`src/hw/rtl/bep_pkg.sv`:
```
// Shared types and constants of the exact binomial coefficient core.
package bep_pkg;

	localparam int FIELD_W = 7;                  // width of n and r
	localparam int ACC_W   = 63;                 // width of the running coefficient
	localparam int DIGIT_W = 8;                  // quotient bits formed per divide cycle
	localparam int PROD_W  = 72;                 // product acc * factor, digit aligned
	localparam int DIGITS  = PROD_W / DIGIT_W;   // quotient digits per step
	localparam int DCNT_W  = $clog2(DIGITS);

	typedef enum logic [4:0] {
		ST_IDLE   = 5'b00001,
		ST_CHECK  = 5'b00010,
		ST_MUL    = 5'b00100,
		ST_DIV    = 5'b01000,
		ST_FINISH = 5'b10000
	} state_t;

	typedef struct packed {
		logic load;   // take a new request
		logic mul;    // form the product of the running value and the factor
		logic div;    // one digit of the exact division
		logic emit;   // copy the result to the output register
	} cmd_t;

	typedef struct packed {
		logic steps_done;   // all factors applied
		logic last_digit;   // the current divide cycle is the final one
	} stat_t;

endpackage

```
`src/hw/rtl/bep_ctrl.sv`:
```
// Sequencer of the exact binomial coefficient core.
module bep_ctrl (
	input  logic           clk,
	input  logic           arst_n,
	input  logic           in_valid,
	output logic           in_stall,
	output logic           out_valid,
	input  logic           out_stall,
	input  bep_pkg::stat_t stat,
	output bep_pkg::cmd_t  cmd
);

	bep_pkg::state_t state_q;
	bep_pkg::state_t state_d;
	logic            out_valid_q;
	logic            out_free;

	assign in_stall  = (state_q != bep_pkg::ST_IDLE);
	assign out_valid = out_valid_q;
	assign out_free  = !out_valid_q || !out_stall;

	always_comb begin
		state_d  = state_q;
		cmd      = '0;
		case (state_q)
			bep_pkg::ST_IDLE: begin
				if (in_valid) begin
					cmd.load = 1'b1;
					state_d  = bep_pkg::ST_CHECK;
				end
			end
			bep_pkg::ST_CHECK: begin
				state_d = stat.steps_done ? bep_pkg::ST_FINISH : bep_pkg::ST_MUL;
			end
			bep_pkg::ST_MUL: begin
				cmd.mul = 1'b1;
				state_d = bep_pkg::ST_DIV;
			end
			bep_pkg::ST_DIV: begin
				cmd.div = 1'b1;
				if (stat.last_digit) begin
					state_d = bep_pkg::ST_CHECK;
				end
			end
			bep_pkg::ST_FINISH: begin
				// hold until the output register is free
				if (out_free) begin
					cmd.emit = 1'b1;
					state_d  = bep_pkg::ST_IDLE;
				end
			end
			default: begin
				state_d = bep_pkg::ST_IDLE;
			end
		endcase
	end

	always_ff @(posedge clk or negedge arst_n) begin
		if (!arst_n) begin
			state_q     <= bep_pkg::ST_IDLE;
			out_valid_q <= 1'b0;
		end else begin
			state_q <= state_d;
			if (cmd.emit) begin
				out_valid_q <= 1'b1;
			end else if (!out_stall) begin
				out_valid_q <= 1'b0;
			end
		end
	end

endmodule

```
`src/hw/rtl/bep_dpath.sv`:
```
// Datapath of the exact binomial coefficient core: multiplier and radix-256 divider.
module bep_dpath #(
	parameter int MAX_N = 66
) (
	input  logic                         clk,
	input  logic                         arst_n,
	input  bep_pkg::cmd_t                cmd,
	output bep_pkg::stat_t               stat,
	input  logic [bep_pkg::FIELD_W-1:0]  n,
	input  logic [bep_pkg::FIELD_W-1:0]  r,
	output logic [bep_pkg::ACC_W-1:0]    value
);

	logic [bep_pkg::PROD_W-1:0]  work_q;   // running value, product, then quotient
	logic [bep_pkg::FIELD_W-1:0] rem_q;    // partial remainder of the division
	logic [bep_pkg::FIELD_W-1:0] m_q;      // factor n-i+1
	logic [bep_pkg::FIELD_W-1:0] i_q;      // divisor i
	logic [bep_pkg::FIELD_W-1:0] k_q;      // number of steps
	logic [bep_pkg::DCNT_W-1:0]  dcnt_q;
	logic [bep_pkg::ACC_W-1:0]   value_q;

	logic                        zero_res;
	logic [bep_pkg::FIELD_W-1:0] n_minus_r;
	logic [bep_pkg::FIELD_W-1:0] k_d;
	logic [bep_pkg::PROD_W-1:0]  prod;
	logic [bep_pkg::DIGIT_W-1:0] qdig;
	logic [bep_pkg::FIELD_W-1:0] rem_d;

	assign zero_res  = (n > bep_pkg::FIELD_W'(MAX_N)) || (r > n);
	assign n_minus_r = n - r;
	// use the symmetric count, it gives the same coefficient in fewer steps
	assign k_d       = zero_res ? '0 : ((r < n_minus_r) ? r : n_minus_r);
	assign prod      = {{(bep_pkg::PROD_W-bep_pkg::ACC_W){1'b0}}, work_q[bep_pkg::ACC_W-1:0]} *
		{{(bep_pkg::PROD_W-bep_pkg::FIELD_W){1'b0}}, m_q};

	// eight restoring steps on the top byte of the dividend
	always_comb begin
		logic [bep_pkg::FIELD_W:0] t;
		t = {1'b0, rem_q};
		for (int b = 0; b < bep_pkg::DIGIT_W; b++) begin
			t = {t[bep_pkg::FIELD_W-1:0], work_q[bep_pkg::PROD_W-1-b]};
			if (t >= {1'b0, i_q}) begin
				t = t - {1'b0, i_q};
				qdig[bep_pkg::DIGIT_W-1-b] = 1'b1;
			end else begin
				qdig[bep_pkg::DIGIT_W-1-b] = 1'b0;
			end
		end
		rem_d = t[bep_pkg::FIELD_W-1:0];
	end

	assign stat.steps_done = (i_q > k_q);
	assign stat.last_digit = (dcnt_q == bep_pkg::DCNT_W'(bep_pkg::DIGITS - 1));
	assign value           = value_q;

	always_ff @(posedge clk or negedge arst_n) begin
		if (!arst_n) begin
			dcnt_q <= '0;
		end else if (cmd.mul) begin
			dcnt_q <= '0;
		end else if (cmd.div) begin
			dcnt_q <= dcnt_q + 1'b1;
		end
	end

	always_ff @(posedge clk) begin
		if (cmd.load) begin
			work_q <= zero_res ? '0 : bep_pkg::PROD_W'(1);
			m_q    <= n;
			i_q    <= bep_pkg::FIELD_W'(1);
			k_q    <= k_d;
		end else if (cmd.mul) begin
			work_q <= prod;
			rem_q  <= '0;
		end else if (cmd.div) begin
			work_q <= {work_q[bep_pkg::PROD_W-bep_pkg::DIGIT_W-1:0], qdig};
			rem_q  <= rem_d;
			if (stat.last_digit) begin
				i_q <= i_q + 1'b1;
				m_q <= m_q - 1'b1;
			end
		end
		if (cmd.emit) begin
			value_q <= work_q[bep_pkg::ACC_W-1:0];
		end
	end

endmodule

```
`src/hw/rtl/binomial_exact_product_core.sv`:
```
// Top level of the exact binomial coefficient core.
// A request carries n and r on the input channel (in_valid / in_stall). The
// core answers each request with one result, value = n choose r, on the output
// channel (out_valid / out_stall). r = 0 gives 1, r > n gives 0, and n above
// MAX_N gives 0 as an out-of-range mark, even for r = 0.
// The count k = min(r, n-r) of steps is formed at acceptance. Each step passes
// the loop check (ST_CHECK), multiplies the running value by n-i+1 (ST_MUL)
// and divides the 72-bit product exactly by i, eight quotient bits per cycle
// (ST_DIV). Throughput: one request in work at a time, in_stall high while it
// runs; the next request is taken at the earliest in the cycle after the result
// is loaded into the output register.
// Reset: arst_n clears the sequencer and the output valid flag; no result is
// pending after reset.
// Stall: a result waits in the output register while out_stall is high. The
// core accepts the next request meanwhile and holds its own finished result
// until the output register frees up.
module binomial_exact_product_core #(
	parameter int MAX_N = 66
) (
	input  logic                         clk,
	input  logic                         arst_n,
	input  logic                         in_valid,
	output logic                         in_stall,
	input  logic [bep_pkg::FIELD_W-1:0]  n,
	input  logic [bep_pkg::FIELD_W-1:0]  r,
	output logic                         out_valid,
	input  logic                         out_stall,
	output logic [bep_pkg::ACC_W-1:0]    value
);

	bep_pkg::cmd_t  cmd;
	bep_pkg::stat_t stat;

	// sequencer: accept, step loop, emit
	bep_ctrl u_ctrl (
		.clk       (clk),
		.arst_n    (arst_n),
		.in_valid  (in_valid),
		.in_stall  (in_stall),
		.out_valid (out_valid),
		.out_stall (out_stall),
		.stat      (stat),
		.cmd       (cmd)
	);

	// multiplier, digit divider and output register
	bep_dpath #(
		.MAX_N (MAX_N)
	) u_dpath (
		.clk    (clk),
		.arst_n (arst_n),
		.cmd    (cmd),
		.stat   (stat),
		.n      (n),
		.r      (r),
		.value  (value)
	);

endmodule

```
`config.mk`:
```
export PLATFORM = sky130hd
export DESIGN_NAME = binomial_exact_product_core
export DESIGN_NICKNAME = d
export VERILOG_FILES = /design/src/hw/rtl/bep_pkg.sv /design/src/hw/rtl/bep_ctrl.sv /design/src/hw/rtl/bep_dpath.sv /design/src/hw/rtl/binomial_exact_product_core.sv
export SDC_FILE = /design/constraint.sdc
export NUM_CORES = 2
export LEC_CHECK = 0
export ABC_AREA = 1
export BUFFER_PORTS_ARGS = -buffer_cell sky130_fd_sc_hd__buf_4
export CORE_MARGIN = 3
export CORE_UTILIZATION = 45
export DETAILED_ROUTE_END_ITERATION = 6
export MAX_ROUTING_LAYER = met4
export SLEW_MARGIN = 25
export SYNTH_ARGS = -nofsm -noshare
export SYNTH_HDL_FRONTEND = slang
export SYNTH_HIERARCHICAL = 1
export SYNTH_SLANG_ARGS = --single-unit
```
`constraint.sdc`:
```
create_clock -name clk -period 19 [get_ports clk]
set_clock_uncertainty 0.1 [all_clocks]
set_input_delay 4.75 -clock clk [delete_from_list [all_inputs] [get_ports clk]]
set_output_delay 4.75 -clock clk [all_outputs]
set_load 0.02 [all_outputs]
```
* Word-level counts from Yosys, hierarchy flattened
Cells that the tools add are included.
** Storage, ports and cells
- RAM bits :: 0
- Input port bits :: 18
- Word-level logic and storage cells :: 101
- Output and inout port bits :: 65
- Latch bits :: 0
- Memories :: 0
- Register bits after elaboration :: 173
- ROM bits :: 0
** Cells by class
- Equality and inequality tests :: 12
- Order comparisons :: 12
- Multipliers :: 1
- Div/mod/pow operators :: 0
- Shift operators :: 0
- Muxes and demuxes :: 41
- Bitwise logic cells :: 2
- Add/subtract/negate cells :: 12
- Reductions and logical operators :: 12
** Operator list (count)
- 72-bit 2-to-1 mux :: 3
- 7-bit 2-to-1 mux :: 14
- 63-bit by 7-bit multiplier with 70-bit output :: 1
- 8-bit by 7-bit greater-or-equal comparator with 1-bit output :: 8
- 7-bit subtractor :: 9
- 5-bit one-hot mux with 5 select lines :: 1
- 5-bit 2-to-1 mux :: 4
- 1-bit 2-to-1 mux :: 17
- 7-bit > comparator :: 2
- 3-bit AND reduction :: 3
- 4-bit 2-to-1 mux :: 2
- 7-bit by 1-bit adder with 7-bit output (second input constant) :: 1
- 7-bit > comparator (second input constant) :: 1
- 7-bit < comparator :: 1
- 7-bit by 1-bit subtractor with 7-bit output (second input constant) :: 1
- 2-bit by 1-bit inequality test with 1-bit output (second input constant) :: 3
- 2-bit nonzero test :: 3
- 5-bit by 1-bit equality test with 1-bit output (second input constant) :: 1
- 5-bit by 2-bit equality test with 1-bit output (second input constant) :: 1
- 5-bit by 3-bit equality test with 1-bit output (second input constant) :: 1
- 5-bit by 4-bit equality test with 1-bit output (second input constant) :: 1
- 5-bit equality test (second input constant) :: 1
- 5-bit by 1-bit inequality test with 1-bit output (second input constant) :: 1
- 4-bit by 1-bit adder with 4-bit output (second input constant) :: 1
- other kinds (7) :: 11

* Logic depth before layout (Yosys ltp)
- Depth after elaboration :: 19
- Depth in mapped cells :: 95
- Gate-level depth less buffers :: 93

* Cells and area by module
The synthesis kept the hierarchy.
** By module, submodules not included
- bep_dpath :: sequential area each 4924.7 µm², cells each 3014, area each 23922.9 µm², times used 1
- bep_ctrl :: sequential area each 151.4 µm², cells each 45, area each 342.8 µm², times used 1

* Worst setup path after synthesis
No wires, ideal clock.
- Kind :: register to register
- Start point :: register u_dpath/i_q[1] in the netlist's numbering
- End point :: register u_dpath/rem_q[2] in the netlist's numbering, data pin
- Stages on the path, launching flop included :: 89
- Data required time :: 18649 ps
- Slack :: 5928 ps
- Data arrival time :: 12721 ps
- Library setup time :: 251 ps
- Path buffers :: 2
- Clock period less this slack :: 13072 ps
- Cell sequence :: dfxtp_1 inv_1 fa_1 nand2_1 nand2_2 nand2_2 nand2_2 nand2_4 nand2_4 buf_6 nand2_1 nand2_1 ha_1 buf_2 nand2_1 nand2_1 nand2_1 nand3_1 (+53 left out) inv_1 nand3_4 nand2_1 nand2_1 inv_1 ha_1 inv_1 o21bai_1 a21oi_1 nor3_1 nor2_1 o21ai_0 a221oi_1 inv_1 a21oi_1 nand3_1 nand2_1 nor2_1
** Between the ends
- Longest elaborated chain between the ends :: 17
- Elaborated cells on any way between the ends :: 25
- Those cells by class :: 8 x add/sub; 8 x order compare; 9 x mux
** Ends and longest elaborated chain
- start, declared :: RTL line bep_dpath.sv:17 : logic [bep_pkg::FIELD_W-1:0] i_q;
- start signal, assigned :: RTL line bep_dpath.sv:70 : i_q <= bep_pkg::FIELD_W'(1);
- start signal, assigned :: RTL line bep_dpath.sv:79 : i_q <= i_q + 1'b1;
- 7-bit subtractor or 8-bit by 7-bit greater-or-equal comparator with 1-bit output (tied branches) :: RTL line bep_dpath.sv:43, bep_dpath.sv:42
- 7-bit 2-to-1 mux :: RTL line bep_dpath.sv:42 : if (t >= {1'b0, i_q}) begin
- 7-bit subtractor or 8-bit by 7-bit greater-or-equal comparator with 1-bit output (tied branches) :: RTL line bep_dpath.sv:43, bep_dpath.sv:42
- 7-bit 2-to-1 mux :: RTL line bep_dpath.sv:42
- 7-bit subtractor or 8-bit by 7-bit greater-or-equal comparator with 1-bit output (tied branches) :: RTL line bep_dpath.sv:43, bep_dpath.sv:42
- 7-bit 2-to-1 mux :: RTL line bep_dpath.sv:42
- 7-bit subtractor or 8-bit by 7-bit greater-or-equal comparator with 1-bit output (tied branches) :: RTL line bep_dpath.sv:43, bep_dpath.sv:42
- 7-bit 2-to-1 mux :: RTL line bep_dpath.sv:42
- 7-bit subtractor or 8-bit by 7-bit greater-or-equal comparator with 1-bit output (tied branches) :: RTL line bep_dpath.sv:43, bep_dpath.sv:42
- 7-bit 2-to-1 mux :: RTL line bep_dpath.sv:42
- 7-bit subtractor or 8-bit by 7-bit greater-or-equal comparator with 1-bit output (tied branches) :: RTL line bep_dpath.sv:43, bep_dpath.sv:42
- 7-bit 2-to-1 mux :: RTL line bep_dpath.sv:42
- 8-bit by 7-bit greater-or-equal comparator with 1-bit output or 7-bit subtractor (tied branches) :: RTL line bep_dpath.sv:42, bep_dpath.sv:43
- 7-bit 2-to-1 mux :: RTL line bep_dpath.sv:42
- 7-bit subtractor or 8-bit by 7-bit greater-or-equal comparator with 1-bit output (tied branches) :: RTL line bep_dpath.sv:43, bep_dpath.sv:42
- 7-bit 2-to-1 mux * :: RTL line bep_dpath.sv:42
- 7-bit 2-to-1 mux * :: RTL line bep_dpath.sv:75 : end else if (cmd.div) begin
- end signal, assigned :: RTL line bep_dpath.sv:77 : rem_q <= rem_d;
- end, declared :: RTL line bep_dpath.sv:15 : logic [bep_pkg::FIELD_W-1:0] rem_q;
Every way passes the cells marked *; elsewhere a longest branch is shown, timed or not. The select of a mux whose other input is x is not followed.
A chain may end at the register's enable or synchronous reset.

* Worst setup path after layout
- Start point :: register u_dpath/i_q[1] in the netlist's numbering
- End point :: register u_dpath/rem_q[4] in the netlist's numbering, data pin
The elaborated chain is that of the path after synthesis.

==> reports/results.ini <==
[status]
status = complete, no violations

[clock_network]
cts_hold_buf = 0
cts_resized = 0
cts_tree = built
cts_made_buffers = 17
cts_max_path_buffers = 2
cts.clk_slew.worst_paths_ps = 80
cts.sinks = 173
clk_latency_ps = 510
cts_root_buffer = clkbuf_16
cts_htree_levels = 4
cts_setup_buffers = 0

[timing]
hold_viol_final = 0
slew_headroom = 0.356
rsz0062_at_grt = no
setup_viol = 0
fin_tns_setup_ps = 0
tightest_slew_ps = 966
fin_crit_ps = 15150
fmax_mhz = 66.0
post-route-period-util = 0.797
drv_slew = 0

[placed_design]
dp_cells = 3717
gp_congestion = 0.927
hpwl_mm = 52.0
numPortBuffers = 82

[floorplan]
io_pins = 83
initial_utilization = 0.458
num_rows = 84
die_x_um = 238
fp.coreArea_mm2 = 0.0530
dieArea_mm2 = 0.0567
fp.dieH_um = 238

[synthesis]
synthesis.area_mm2 = 0.0243
synth_edf_count = 156
ys_types = 58
ys_ff_latch = 173
syn_nets = 3559
ys_seq_area_frac = 0.209
synth_cells = 3059
synth_warnings = 6
ys.flop_type = edfxtp_1
async_reset_ff_frac = 0.0578
avgSynthCellArea_um2 = 7.93

[detailed_routing]
ant_nets = 0
drc_errors = 0
dr.first_iter.drc_count = 1294
wl_per_cell_um = 18.6
wl_mm = 69.9
route.vias.total = 20300
vias_per_cell = 5.40
dr.pass1.iters = 6

[layout]
n_antenna_cell = 0
fillers = 5213
num-nets-final = 3548
final_cells = 3749
syn2layout_area_growth_pct = 7.19
layout-drive-gt1-share = 0.0657

[min_path]
hp-class = reg2reg
holdPathStages = 1

[setup_path]
crit_path_frequent_cell = nand2_1
cp-end-kind = flip-flop
critical_path.reg2reg.startpoint = u_dpath/i_q[1]
required_ps = 19160
crit_end = u_dpath/rem_q[4]
reg2regPathDepth = 85
start_kind = flip-flop
r2r-end = u_dpath/rem_q[4]
cp_max_fo = 11
crit_arrival_ps = 15310
cpPeakStageDelay_ps = 540
crit_slowest_cell = fa_1
crit_start = u_dpath/i_q[1]
crit_type = reg2reg
r2r_slack_ps = 3850

[global_routing]
grt_pass1_wl_mm = 114
grt_usage = 0.264
grt_max_degree = 81
antenna_found_initial = 0
grt_pass1_vias = 21200
gr-total-overflow = 0

[job]
cap_violations = 0

==> sequential cells by signal, summed over array words and instances (netlist names) <==
signal,cells
u_dpath/i_q,7
u_dpath/k_q,7
u_dpath/value,63
u_dpath/work_q,72
u_ctrl/state_q,5
u_dpath/rem_q,7
u_dpath/dcnt_q,4
u_dpath/m_q,7
u_ctrl/out_valid,1
==> worst min-delay path by stage <==
stage	from	to	slack, ps
after floorplan	u_dpath/work_q[0]	u_dpath/value[0]	320
after global placement	u_dpath/dcnt_q[3]	u_dpath/dcnt_q[3]	360
after detailed placement	u_dpath/dcnt_q[3]	u_dpath/dcnt_q[3]	360
after CTS	u_dpath/dcnt_q[3]	u_dpath/dcnt_q[3]	380
after global routing	u_dpath/dcnt_q[3]	u_dpath/dcnt_q[3]	430
final	u_dpath/dcnt_q[3]	u_dpath/dcnt_q[3]	390
==> critical path: cells and delay by family, from the launching register on <==
| kind | cells | cell delay [ps] |
|---|---|---|
| compound gates | 27 | 5780 |
| buf+inv | 14 | 1980 |
| fa+ha+maj | 8 | 3100 |
| flops | 1 | 310 |
| simple gates | 36 | 3610 |
==> metal layers <==
layer,GRT usage,part of all wire
met1,0.347,0.45
met2,0.435,0.49
met3,0.0354,0.051
met4,0.0643,0.016
met5,-,0
==> layout by cell type, fill, tap and decap left out, types with 6 or more instances in the layout <==
cell	instances
a21o_1	9
a21oi_1	209
a31oi_1	37
buf_4	104
clkbuf_16	18
dfrtp_1	9
dfxtp_1	7
edfxtp_1	156
fa_1	313
ha_1	169
inv_1	591
nand2_1	808
nand2_2	10
nand3_1	78
nand3_2	7
nand3_4	7
nand4_1	18
nor2_1	149
nor3_1	12
nor4_1	8
o211ai_1	8
o21a_1	7
o21ai_0	147
o21bai_1	6
or2_2	7
xnor2_1	40
xor2_1	43
==> cells by family (layout without fill, tap and decap cells) <==
logic type,after synthesis,count (layout),share of synthesized area
flip-flops,173,173,0.209
buffers and inverters,734,736,0.116
XOR/XNOR,83,83,0.0300
AO/OA/AOI/OAI,463,463,0.107
AND/OR/NAND/NOR,1124,1124,0.192
adder cells (fa/ha/maj),482,482,0.345
==> cell type report <==
cell class | count | area (um2) | area share
clock buffer | 19 | 464 | 0.0178
clock inverter | 13 | 118 | 0.00452
inverter | 597 | 2240 | 0.0862
multi-input combinational | 2152 | 16400 | 0.631
sequential | 173 | 5080 | 0.195
tap | 688 | 861 | 0.0331
timing repair buffer | 107 | 836 | 0.0321
==> cells in the mapped netlist (3+ instances only) <==
cell type / number / share of area
nand4_1: 18 / 0.0046
o2111ai_1: 3 / 0.0011
nor3_1: 12 / 0.0025
nor2_1: 153 / 0.024
clkbuf_1: 107 / 0.017
a21oi_4: 4 / 0.0027
nand2_1: 809 / 0.13
nand3_4: 7 / 0.0051
inv_2: 4 / 0.00062
a21oi_2: 4 / 0.0014
or2_2: 7 / 0.0018
edfxtp_1: 156 / 0.19
o21a_1: 7 / 0.0022
a21oi_1: 209 / 0.043
o221ai_1: 5 / 0.0018
xnor2_1: 40 / 0.014
inv_1: 591 / 0.091
o211ai_1: 8 / 0.0025
nor2_4: 3 / 0.0014
fa_1: 313 / 0.26
nand2_2: 10 / 0.0026
dfrtp_1: 9 / 0.0093
nand3_2: 7 / 0.0029
clkbuf_2: 22 / 0.0045
dfxtp_1: 7 / 0.0058
o21bai_1: 6 / 0.0019
xor2_1: 43 / 0.016
nand3_1: 78 / 0.016
nand2_4: 4 / 0.0019
o21ai_0: 147 / 0.030
a21o_1: 9 / 0.0028
a211oi_1: 3 / 0.00093
o311ai_0: 3 / 0.0011
a32o_1: 4 / 0.0017
a31oi_1: 37 / 0.0095
ha_1: 169 / 0.087
o22ai_1: 3 / 0.00077
nor4_1: 8 / 0.0021
buf_4: 3 / 0.00093
==> stage by stage <==
stage	hold WS (ps)	setup WS [ps]	util	instance area [um2]
after floorplan	324	5930	-	24300
after global placement	357	4450	0.479	25400
after detailed placement	361	4040	0.480	25400
after CTS	378	3990	0.491	26000
after global routing	427	2450	0.491	26000
final	387	3850	0.491	26000
Power is not shown: default switching activity piles up to over one toggle a cycle in this logic, so the estimate is an artifact.
